--- src/rtl/nirpd_pkg.sv ---
// ---------------------------------------------------------------------------
// nirpd_pkg
// Types, timing windows and gap helpers for the pulse-distance IR decoder.
// ---------------------------------------------------------------------------
package nirpd_pkg;

  // width of the capture counter stamps
  localparam int STAMP_BITS = 16;
  // width of the reload register
  localparam int TOP_W      = 16;
  // width of a gap, including the wrap sum
  localparam int SUM_W      = ((TOP_W > STAMP_BITS) ? TOP_W : STAMP_BITS) + 1;
  // width used for window compares
  localparam int WIN_W      = (SUM_W > 11) ? SUM_W : 11;

  localparam int CODE_W     = 16;
  localparam int FRAME_W    = 32;
  localparam int CNT_W      = 6;
  localparam int IDX_W      = 5;

  localparam logic [TOP_W-1:0]   TOP_RESET = 16'hFFFF;
  localparam logic [CNT_W-1:0]   FRAME_LEN = 6'd32;
  localparam logic [8:0]         BYTE_PAIR = 9'h0FF;

  // timing windows in 100 us ticks
  localparam int WIN_START_LO  = 125;
  localparam int WIN_START_HI  = 140;
  localparam int WIN_ZERO_LO   = 10;
  localparam int WIN_ZERO_HI   = 15;
  localparam int WIN_ONE_LO    = 20;
  localparam int WIN_ONE_HI    = 25;
  localparam int WIN_REP_LO    = 111;
  localparam int WIN_REP_HI    = 115;
  localparam int WIN_PERIOD_LO = 1050;
  localparam int WIN_PERIOD_HI = 1080;

  typedef logic [STAMP_BITS-1:0] stamp_t;
  typedef logic [TOP_W-1:0]      top_t;
  typedef logic [CODE_W-1:0]     code_t;

  // measured gap; ok is low when the wrapped difference would be negative
  typedef struct packed {
    logic             ok;
    logic [SUM_W-1:0] value;
  } gap_t;

  // result of one decode step
  typedef struct packed {
    logic  emit;
    logic  repeat_hit;
    code_t code;
  } result_t;

  // gap between two stamps, wrapping at the reload value
  function automatic gap_t gap_of(stamp_t from, stamp_t to, top_t top);
    logic [SUM_W-1:0] f;
    logic [SUM_W-1:0] t;
    logic [SUM_W-1:0] s;
    gap_t             g;
    f = SUM_W'(from);
    t = SUM_W'(to);
    s = SUM_W'(top) + t;
    if (t >= f) begin
      g.ok    = 1'b1;
      g.value = t - f;
    end else if (s >= f) begin
      g.ok    = 1'b1;
      g.value = s - f;
    end else begin
      g.ok    = 1'b0;
      g.value = '0;
    end
    return g;
  endfunction

  // gap lies within lo..hi inclusive
  function automatic logic in_win(gap_t g, int lo, int hi);
    logic [WIN_W-1:0] v;
    v = WIN_W'(g.value);
    return g.ok && (v >= WIN_W'(lo)) && (v <= WIN_W'(hi));
  endfunction

endpackage

--- src/rtl/nirpd_decode.sv ---
// ---------------------------------------------------------------------------
// nirpd_decode
// Frame state and single-pass edge decode: gap windows, bit shift-in,
// byte pair check and repeat handling.
// ---------------------------------------------------------------------------
module nirpd_decode (
  input  logic                clk,
  input  logic                rst,
  input  logic                fire,
  input  nirpd_pkg::stamp_t   stamp,
  input  nirpd_pkg::top_t     counter_top,
  output nirpd_pkg::result_t  result
);

  // frame state
  nirpd_pkg::stamp_t                   prev_stamp, prev_stamp_next;
  nirpd_pkg::stamp_t                   frame_start, frame_start_next;
  logic [nirpd_pkg::CNT_W-1:0]         bit_count, bit_count_next;
  logic [nirpd_pkg::FRAME_W-1:0]       frame_bits, frame_bits_next;
  logic                                repeat_seen, repeat_seen_next;
  logic                                code_valid, code_valid_next;
  nirpd_pkg::code_t                    held_code, held_code_next;

  nirpd_pkg::gap_t                     edge_gap;
  nirpd_pkg::gap_t                     frame_gap;
  nirpd_pkg::gap_t                     rep_gap;
  logic [7:0]                          b0, b1, b2, b3;
  logic                                check_ok;
  logic                                keep_prev;

  // gap of this edge and span of the prior frame
  assign edge_gap  = nirpd_pkg::gap_of(prev_stamp, stamp, counter_top);
  assign frame_gap = nirpd_pkg::gap_of(frame_start, prev_stamp, counter_top);

  // bytes of the updated frame
  assign b0 = frame_bits_next[7:0];
  assign b1 = frame_bits_next[15:8];
  assign b2 = frame_bits_next[23:16];
  assign b3 = frame_bits_next[31:24];
  assign check_ok = ({1'b0, b0} + {1'b0, b1} == nirpd_pkg::BYTE_PAIR) &&
                    ({1'b0, b2} + {1'b0, b3} == nirpd_pkg::BYTE_PAIR);

  // next state and result for one edge
  always_comb begin
    frame_start_next = frame_start;
    bit_count_next   = bit_count;
    frame_bits_next  = frame_bits;
    repeat_seen_next = repeat_seen;
    code_valid_next  = code_valid;
    held_code_next   = held_code;
    rep_gap          = edge_gap;
    keep_prev        = 1'b0;
    result           = '0;

    // classify the gap
    if (nirpd_pkg::in_win(edge_gap, nirpd_pkg::WIN_START_LO, nirpd_pkg::WIN_START_HI)) begin
      bit_count_next   = '0;
      code_valid_next  = 1'b0;
      frame_bits_next  = '0;
      frame_start_next = prev_stamp;
    end else if (nirpd_pkg::in_win(edge_gap, nirpd_pkg::WIN_ZERO_LO,
                                   nirpd_pkg::WIN_ZERO_HI)) begin
      if (bit_count < nirpd_pkg::FRAME_LEN) begin
        frame_bits_next[bit_count[nirpd_pkg::IDX_W-1:0]] = 1'b0;
        bit_count_next = bit_count + 1'b1;
      end
    end else if (nirpd_pkg::in_win(edge_gap, nirpd_pkg::WIN_ONE_LO,
                                   nirpd_pkg::WIN_ONE_HI)) begin
      if (bit_count < nirpd_pkg::FRAME_LEN) begin
        frame_bits_next[bit_count[nirpd_pkg::IDX_W-1:0]] = 1'b1;
        bit_count_next = bit_count + 1'b1;
      end
    end else if (nirpd_pkg::in_win(edge_gap, nirpd_pkg::WIN_REP_LO,
                                   nirpd_pkg::WIN_REP_HI)) begin
      repeat_seen_next = 1'b1;
      rep_gap          = frame_gap;
      frame_start_next = prev_stamp;
    end

    // full frame check, otherwise pending repeat
    if (bit_count_next >= nirpd_pkg::FRAME_LEN) begin
      if (check_ok) begin
        held_code_next    = {b2, b0};
        code_valid_next   = 1'b1;
        bit_count_next    = '0;
        keep_prev         = 1'b1;
        result.emit       = ({b2, b0} != '0);
        result.repeat_hit = 1'b0;
        result.code       = {b2, b0};
      end
    end else if (repeat_seen_next) begin
      repeat_seen_next = 1'b0;
      if (code_valid_next && nirpd_pkg::in_win(rep_gap, nirpd_pkg::WIN_PERIOD_LO,
                                               nirpd_pkg::WIN_PERIOD_HI)) begin
        keep_prev         = 1'b1;
        result.emit       = 1'b1;
        result.repeat_hit = 1'b1;
        result.code       = held_code_next;
      end
    end

    prev_stamp_next = keep_prev ? prev_stamp : stamp;
  end

  // state registers
  always_ff @(posedge clk) begin
    if (rst) begin
      prev_stamp  <= '0;
      frame_start <= '0;
      bit_count   <= '0;
      frame_bits  <= '0;
      repeat_seen <= 1'b0;
      code_valid  <= 1'b0;
      held_code   <= '0;
    end else if (fire) begin
      prev_stamp  <= prev_stamp_next;
      frame_start <= frame_start_next;
      bit_count   <= bit_count_next;
      frame_bits  <= frame_bits_next;
      repeat_seen <= repeat_seen_next;
      code_valid  <= code_valid_next;
      held_code   <= held_code_next;
    end
  end

endmodule

--- src/rtl/nec_ir_pulse_distance_decoder.sv ---
// ---------------------------------------------------------------------------
// nec_ir_pulse_distance_decoder
// Pulse-distance IR remote decoder: one edge stamp per word in, one decoded
// code word out for each nonzero frame that passes the byte pair check, or valid repeat.
// ---------------------------------------------------------------------------
// Path: an accepted stamp goes into the stamp register, and its result word into
// the result register; a stalled result register holds the stamp register.
// Throughput: one stamp per cycle while the result register is not stalled; the
// frame state updates in a single pass between the stamp register and the result register.
// Reset: synchronous, clears frame state and both stage valids and reloads
// counter_top with 65535; no word is accepted while reset is high.
module nec_ir_pulse_distance_decoder (
  input  logic                  clk,
  input  logic                  rst,
  input  logic                  cfg_wr_en,
  input  logic [15:0]           cfg_wr_data,
  input  logic                  capture_valid,
  output logic                  capture_ready,
  input  nirpd_pkg::stamp_t     capture_stamp,
  output logic                  result_valid,
  input  logic                  result_ready,
  output nirpd_pkg::code_t      ir_code,
  output logic                  is_repeat
);

  nirpd_pkg::top_t    counter_top;
  logic               stamp_valid;
  nirpd_pkg::stamp_t  stamp;
  logic               fire;
  nirpd_pkg::result_t result;

  // reload register
  always_ff @(posedge clk) begin
    if (rst) begin
      counter_top <= nirpd_pkg::TOP_RESET;
    end else if (cfg_wr_en) begin
      counter_top <= cfg_wr_data;
    end
  end

  // stamp register advances when the result register can take a word
  assign fire          = stamp_valid && (!result_valid || result_ready);
  assign capture_ready = !rst && (!stamp_valid || fire);

  always_ff @(posedge clk) begin
    if (rst) begin
      stamp_valid <= 1'b0;
    end else if (capture_ready) begin
      stamp_valid <= capture_valid;
    end
  end

  always_ff @(posedge clk) begin
    if (capture_valid && capture_ready) begin
      stamp <= capture_stamp;
    end
  end

  // decode step
  nirpd_decode u_decode (
    .clk         (clk),
    .rst         (rst),
    .fire        (fire),
    .stamp       (stamp),
    .counter_top (counter_top),
    .result      (result)
  );

  // result register
  always_ff @(posedge clk) begin
    if (rst) begin
      result_valid <= 1'b0;
    end else if (fire && result.emit) begin
      result_valid <= 1'b1;
    end else if (result_ready) begin
      result_valid <= 1'b0;
    end
  end

  always_ff @(posedge clk) begin
    if (fire && result.emit) begin
      ir_code   <= result.code;
      is_repeat <= result.repeat_hit;
    end
  end

endmodule

--- config.mk ---
export PLATFORM = sky130hd
export DESIGN_NAME = nec_ir_pulse_distance_decoder
export DESIGN_NICKNAME = d
export VERILOG_FILES = /design/src/rtl/nirpd_pkg.sv /design/src/rtl/nirpd_decode.sv /design/src/rtl/nec_ir_pulse_distance_decoder.sv
export SDC_FILE = /design/constraint.sdc
export NUM_CORES = 1
export LEC_CHECK = 0
export ABC_AREA = 1
export BUFFER_PORTS_ARGS = -buffer_cell sky130_fd_sc_hd__buf_2
export CORE_ASPECT_RATIO = 0.7
export CORE_UTILIZATION = 55
export DETAILED_ROUTE_END_ITERATION = 10
export GPL_ROUTABILITY_DRIVEN = 0
export PLACE_DENSITY = 0.72
export REMOVE_ABC_BUFFERS = 1
export SYNTH_ARGS = -nofsm -noshare
export SYNTH_HDL_FRONTEND = slang
export SYNTH_SLANG_ARGS = --single-unit
export TNS_END_PERCENT = 20
--- constraint.sdc ---
create_clock -name clk -period 17.5 [get_ports clk]
set_input_delay 3.5 -clock clk [delete_from_list [all_inputs] [get_ports clk]]
set_output_delay 3.5 -clock clk [all_outputs]
set_load 0.02 [all_outputs]
## Yosys cells after proc, flatten, opt, wreduce, memory -nomap -nowiden

Index checks and enable logic that the tools add are counted.

| storage, ports and cells | value |
|---|---|
| flip-flop bits (word level) | 139 |
| input bits | 37 |
| output and inout bits | 19 |
| logic and storage cells | 119 |

| cells by class | value |
|---|---|
| add/sub/neg operators | 9 |
| $lt $le $gt $ge | 18 |
| equal/unequal tests | 4 |
| muxes and demuxes | 43 |
| bitwise operators | 4 |
| reductions and logical operators | 28 |

Operators with widths:

| kind | count |
|---|---|
| $mux W18 | 12 |
| $mux W32 | 5 |
| $mux W16 | 4 |
| $mux W6 | 6 |
| $add A16 B16 Y17 | 2 |
| $ge A17 B16 Y1 | 2 |
| $ge A17 B7 Y1 const B | 2 |
| $sub A16 B16 Y17 | 2 |
| $sub A17 B16 Y17 | 2 |
| $and A32 B32 Y32 | 1 |
| $ge A16 B16 Y1 | 2 |
| $not A32 Y32 | 1 |
| $or A32 B32 Y32 | 1 |
| $add A8 B8 Y9 | 2 |
| $eq A9 B8 Y1 const B | 2 |
| $ge A17 B11 Y1 const B | 1 |
| $ge A17 B4 Y1 const B | 1 |
| $ge A17 B5 Y1 const B | 1 |
| $le A17 B11 Y1 const B | 1 |
| $le A17 B4 Y1 const B | 1 |
| $le A17 B5 Y1 const B | 1 |
| $le A17 B7 Y1 const B | 1 |
| $le A17 B8 Y1 const B | 1 |
| $logic_and A1 B1 Y1 | 17 |
| other kinds (16) | 35 |

## Longest topological paths before layout

| logic depth | value |
|---|---|
| depth in word-level cells | 20 |
| depth in mapped cells | 57 |
| mapped depth without buffers | 56 |

## By module

From an unflattened synthesis, not the netlist that was laid out.

| unflattened totals | value |
|---|---|
| cell total of the unflattened synthesis | 1935 |
| area total of the unflattened synthesis | 12728.5 um^2 |

By module, submodules not included:

| module | times used | cells each | area an instance (um^2) | sequential area each (um^2) |
|---|---|---|---|---|
| nirpd_decode | 1 | 1814 | 10983.0 | 1761.7 |
| nec_ir_pulse_distance_decoder | 1 | 121 | 1745.4 | 1351.3 |

## Least setup slack after synthesis

Ideal clock, no wire load.

| timing | value |
|---|---|
| path type | flip-flop to flip-flop |
| from | reg stamp[2] |
| to | reg ir_code[0] (enable) |
| library setup time | 373 ps |
| arrival time | 7681 ps |
| data required time | 17127 ps |
| path slack | 9446 ps |
| cell stages (with the launch flop) | 49 |
| buffers on the path | 3 |
| clock period less this slack | 8054 ps |
| cell sequence | edfxtp_1 > ha_1 > a21oi_1 > nand2_1 > a21oi_1 > nor2_1 > o21ai_0 > nand2_1 > a21oi_1 > o21ai_0 > a21oi_1 > o21bai_1 > nand3_1 > nand2_1 > nand2_1 > a21oi_1 > nor2_1 > xor2_1 > [... 13 more ...] > nor2_8 > buf_6 > nand3b_2 > nand2_4 > inv_1 > buf_2 > a211oi_1 > ha_1 > inv_1 > fa_1 > o31ai_1 > o2111ai_1 > or4_1 > nor4_1 > nand2_2 > nor2_1 > nand2_1 > nand2_1 |

| on the way | value |
|---|---|
| elaborated cells between the ends (all ways) | 55 |
| classes of those cells | add/sub: 5; order compare: 13; eq/ne: 2; mux: 21; reduce/logical: 14 |

RTL lines:

| what | RTL line | text |
|---|---|---|
| start, declared | nec_ir_pulse_distance_decoder.sv:28 | `nirpd_pkg::stamp_t stamp;` |
| start signal, assigned | nec_ir_pulse_distance_decoder.sv:55 | `stamp <= capture_stamp;` |
| $add A16 B16 Y17 | nirpd_pkg.sv:62 | `s = SUM_W'(top) + t;` |
| $sub A17 B16 Y17 / $ge A17 B16 Y1 (equally long branches) | nirpd_pkg.sv:68, nirpd_pkg.sv:66 |  |
| $mux W18 | nirpd_pkg.sv:66 | `end else if (s >= f) begin` |
| $mux W18 * | nirpd_pkg.sv:63 | `if (t >= f) begin` |
| $ge A17 B5 Y1 | nirpd_pkg.sv:80 | `return g.ok && (v >= WIN_W'(lo)) && (v <= WIN_W'(hi));` |
| $logic_and A1 B1 Y1 (2 in series) | nirpd_pkg.sv:80 |  |
| $mux W32 | nirpd_decode.sv:67 | `end else if (nirpd_pkg::in_win(edge_gap, nirpd_pkg::WIN_ONE_LO,` |
| $mux W32 | nirpd_decode.sv:61 | `end else if (nirpd_pkg::in_win(edge_gap, nirpd_pkg::WIN_ZERO_LO,` |
| $mux W32 * | nirpd_decode.sv:56 | `if (nirpd_pkg::in_win(edge_gap, nirpd_pkg::WIN_START_LO, nirpd_pkg::WIN_START_HI)) begin` |
| named net u_decode.frame_bits_next, one bit | nirpd_decode.sv:19 | `logic [nirpd_pkg::FRAME_W-1:0] frame_bits, frame_bits_next;` |
| $add A8 B8 Y9 * | nirpd_decode.sv:41 | `({1'b0, b2} + {1'b0, b3} == nirpd_pkg::BYTE_PAIR);` |
| $eq A9 B8 Y1 * | nirpd_decode.sv:41 |  |
| $logic_and A1 B1 Y1 * | nirpd_decode.sv:40 | `assign check_ok = ({1'b0, b0} + {1'b0, b1} == nirpd_pkg::BYTE_PAIR) &&` |
| $mux W18 * | nirpd_decode.sv:82 | `if (check_ok) begin` |
| $mux W18 * | nirpd_decode.sv:81 | `if (bit_count_next >= nirpd_pkg::FRAME_LEN) begin` |
| $logic_and A1 B1 Y1 * | nec_ir_pulse_distance_decoder.sv:81 | `if (fire && result.emit) begin` |
| end signal, assigned | nec_ir_pulse_distance_decoder.sv:82 | `ir_code <= result.code;` |
| end, declared | nec_ir_pulse_distance_decoder.sv:22 | `output nirpd_pkg::code_t ir_code,` |

Mark *: on every way through the listed nets, which the timed path passes. The rest lies on a longest branch.
A chain may end at the register's enable or synchronous reset.

## Final worst setup path

| timing | value |
|---|---|
| from | reg stamp[2] |
| to | reg ir_code[13] (enable) |

The elaborated chain is that of the path after synthesis.

==> flow_summary.ini <==
[run_status]
status = completed

[floorplan]
dieHeight_um = 130
initial_core_util_pct = 56.6
ios = 56
die_x_um = 185
floorplan.die_area_sq_um = 24100
num_rows = 46
core_area_sq_um = 22800

[min_path]
hold-path-cell-count = 2
min_from = u_decode.held_code[9]
holdPathEnd = u_decode.held_code[9]
hold_class = register to register

[timing]
grt_setup_unrepaired = no
period_share_pct = 60.0
clock_skew_ns = 0.0142
hold_viol_final = 0
whs_ns = 0.466
setup_viol = 0
max_freq_mhz = 95.2
min_period_ns = 10.50
final.setup.tns_ns = 0
slew_headroom_pct = 43.0
worstMarginPinSlew_ns = 0.855
finalMaxSlewViolations = 0

[setup_path]
worstPathArrival_ns = 10.58
rr_worst_depth = 45
r2r_slack_ns = 7.00
cp.required_ns = 17.57
regToRegStartpoint = stamp[2]
cp_num_buf_inv = 4
crit_family = simple AND/OR/NAND/NOR gates
slowest_delay_ns = 0.61
endpoint_kind = register
crit_fanout = 23
cp_common_cell = nand2_1
crit_path_top_delay_cell = nand2_1
crit_type = register to register
reg2reg_to = ir_code[13]
critPathLaunchType = register

[logic_synthesis]
seq_area_frac_synth_pct = 24.1
syn_inst = 2001
synth_edf_count = 33
synthArstFlopShare_pct = 0
synth_top_cell_area_share_pct = 16.4
netlist_top_cells_count = 471 x nand2_1, 287 x inv_1, 244 x nor2_1
synth_most_common_cell = nand2_1
ys_top_cells_by_area = dfxtp_1 16%, nand2_1 14%, ha_1 11%
syn_area_per_cell_sq_um = 6.46
ys_warn_count = 0
ys_ff_latch = 139
synth_cell_types = 58
synth_largest_area_cell = dfxtp_1
netlist_area_sq_um = 12900
synth_ff_type = dfxtp_1

[job]
maxCapViolations = 0

[global_route]
grt_pass1_vias = 11500
grt_pass1_wl_mm = 61.3
grt.overflow.total = 0
grt_max_degree = 83
grt_usage_pct = 33.2
grt_antenna_before_repair = 1

[detailed_routing]
firstDrtPassIters = 7
wl_per_cell_um = 17.1
ant_nets = 0
vias_per_cell = 5.69
dr.first_iter.drc_count = 1846
remaining_drc_errors = 0
routed_wl_mm = 40.3
vias = 13400

[power]
peakVddDrop_v = 0.0000752
total_leakage_power_nw = 6.74
power_density_nw_per_um2 = 92.9

[cells_and_area]
multi_input_area_sq_um = 8430
num-fill-cells = 2212
drive_gt1_share_pct = 7.64
nets = 2191
regArea_sq_um = 3110
areaGrowthSynthToFinish_pct = 8.06

[place]
place_hpwl_mm = 30.9
io_buffers = 55

[clock_tree]
ctsLongestPathBuffers = 2
cts_hold_repair.buffers = 0
cts_made_buffers = 17
htreeDepth = 4
post_cts_buffers = 0
cts_tree = built
clk_pin_slew_ns = 0.07
root_buffer = clkbuf_16
clock_latency_ns = 0.44
post_cts_resize_count = 0
clock_sinks = 139
[registers in the layout (all words and copies together), names as in the netlist]
signal / cells
u_decode.frame_bits: 32
counter_top: 16
ir_code: 16
stamp: 16
u_decode.frame_start: 16
u_decode.held_code: 16
u_decode.prev_stamp: 16
u_decode.bit_count: 6
is_repeat: 1
result_valid: 1
stamp_valid: 1
u_decode.code_valid: 1
u_decode.repeat_seen: 1
[per-stage QoR]
stage          total power, mW  instance area [sq um]  cells  utilization (%)  setup WS, ns
2_1_floorplan            0.774                  12700   1951                -          9.09
3_3_place_gp             0.900                  13400   2323             58.5          7.71
3_5_place_dp             0.909                  13400   2323             58.5          7.27
4_1_cts                   1.28                  14000   2355             61.1          7.22
5_1_grt                   1.37                  14000   2356             61.1          6.21
6_report                  1.30                  14000   2358             61.2          7.00
[routing by layer]
layer  track usage [%]  vias to the layer above  part of all wire, %
met5                 0                        -                    0
met4              6.90                        0                  1.5
met3              9.99                       46                   13
met2              42.7                      722                   37
met1              52.2                     6061                   48
li1                  -                     6589                    -
[how the worst max path moves through the flow]
stage | startpoint | endpoint | slack, ns | depth (start not counted)
after CTS | stamp[2] | ir_code[13] | 7.22 | 45
after detailed placement | stamp[2] | ir_code[11] | 7.27 | 45
after floorplan | rst | capture_ready | 9.09 | 3
after global routing | stamp[2] | ir_code[13] | 6.21 | 45
after global placement | stamp[2] | ir_code[11] | 7.71 | 45
final | stamp[2] | ir_code[13] | 7.00 | 45
[layout make-up]
| type | count | area share [%] |
|---|---|---|
| Multi-Input combinational cell | 1514 | 60.3 |
| Sequential cell | 139 | 22.3 |
| Inverter | 298 | 8.03 |
| Clock buffer | 17 | 3.04 |
| Tap cell | 312 | 2.79 |
| Timing Repair Buffer | 60 | 2.24 |
| Clock inverter | 15 | 1.23 |
| Antenna cell | 3 | 0.0537 |
[worst reg2reg max path: cells and delay by family (launching register included)]
family | cells | cell delay [ns]
simple gates | 25 | 5.38
compound gates | 11 | 2.32
fa+ha+maj | 4 | 1.37
buf+inv | 4 | 0.52
flops | 1 | 0.44
xor+xnor | 1 | 0.13
[power breakdown]
part / switching (mW) / leakage [nW] / internal (mW) / total, mW
clock: 0.181 / 0.285 / 0.192 / 0.373
combinational: 0.377 / 5.24 / 0.195 / 0.572
sequential: 0.0132 / 1.22 / 0.340 / 0.353
[cell families (layout without fill, tap and decap cells)]
kind of cell / Yosys count / in the layout / synth area share, %
and+or+nand+nor: 933 / 933 / 31.4
AOI/OAI and AO/OA: 381 / 381 / 16.1
buffers and inverters: 348 / 390 / 10.8
DFF: 139 / 139 / 24.1
adders and majority gates: 124 / 124 / 12.5
xor gates and xnor gates: 76 / 76 / 5.15
other: 0 / 3 / 0
[layout by cell type, fill, tap and decap left out, drive strengths merged, types with 49 or more instances in the layout]
cell type	Yosys	layout
nor2	254	254
xor2	49	49
a21oi	196	196
dfxtp	106	106
o21ai	121	121
buf	27	60
nand3	109	109
inv	295	304
nand2	488	488
ha	116	116
Power figures use the tool's default switching activity.
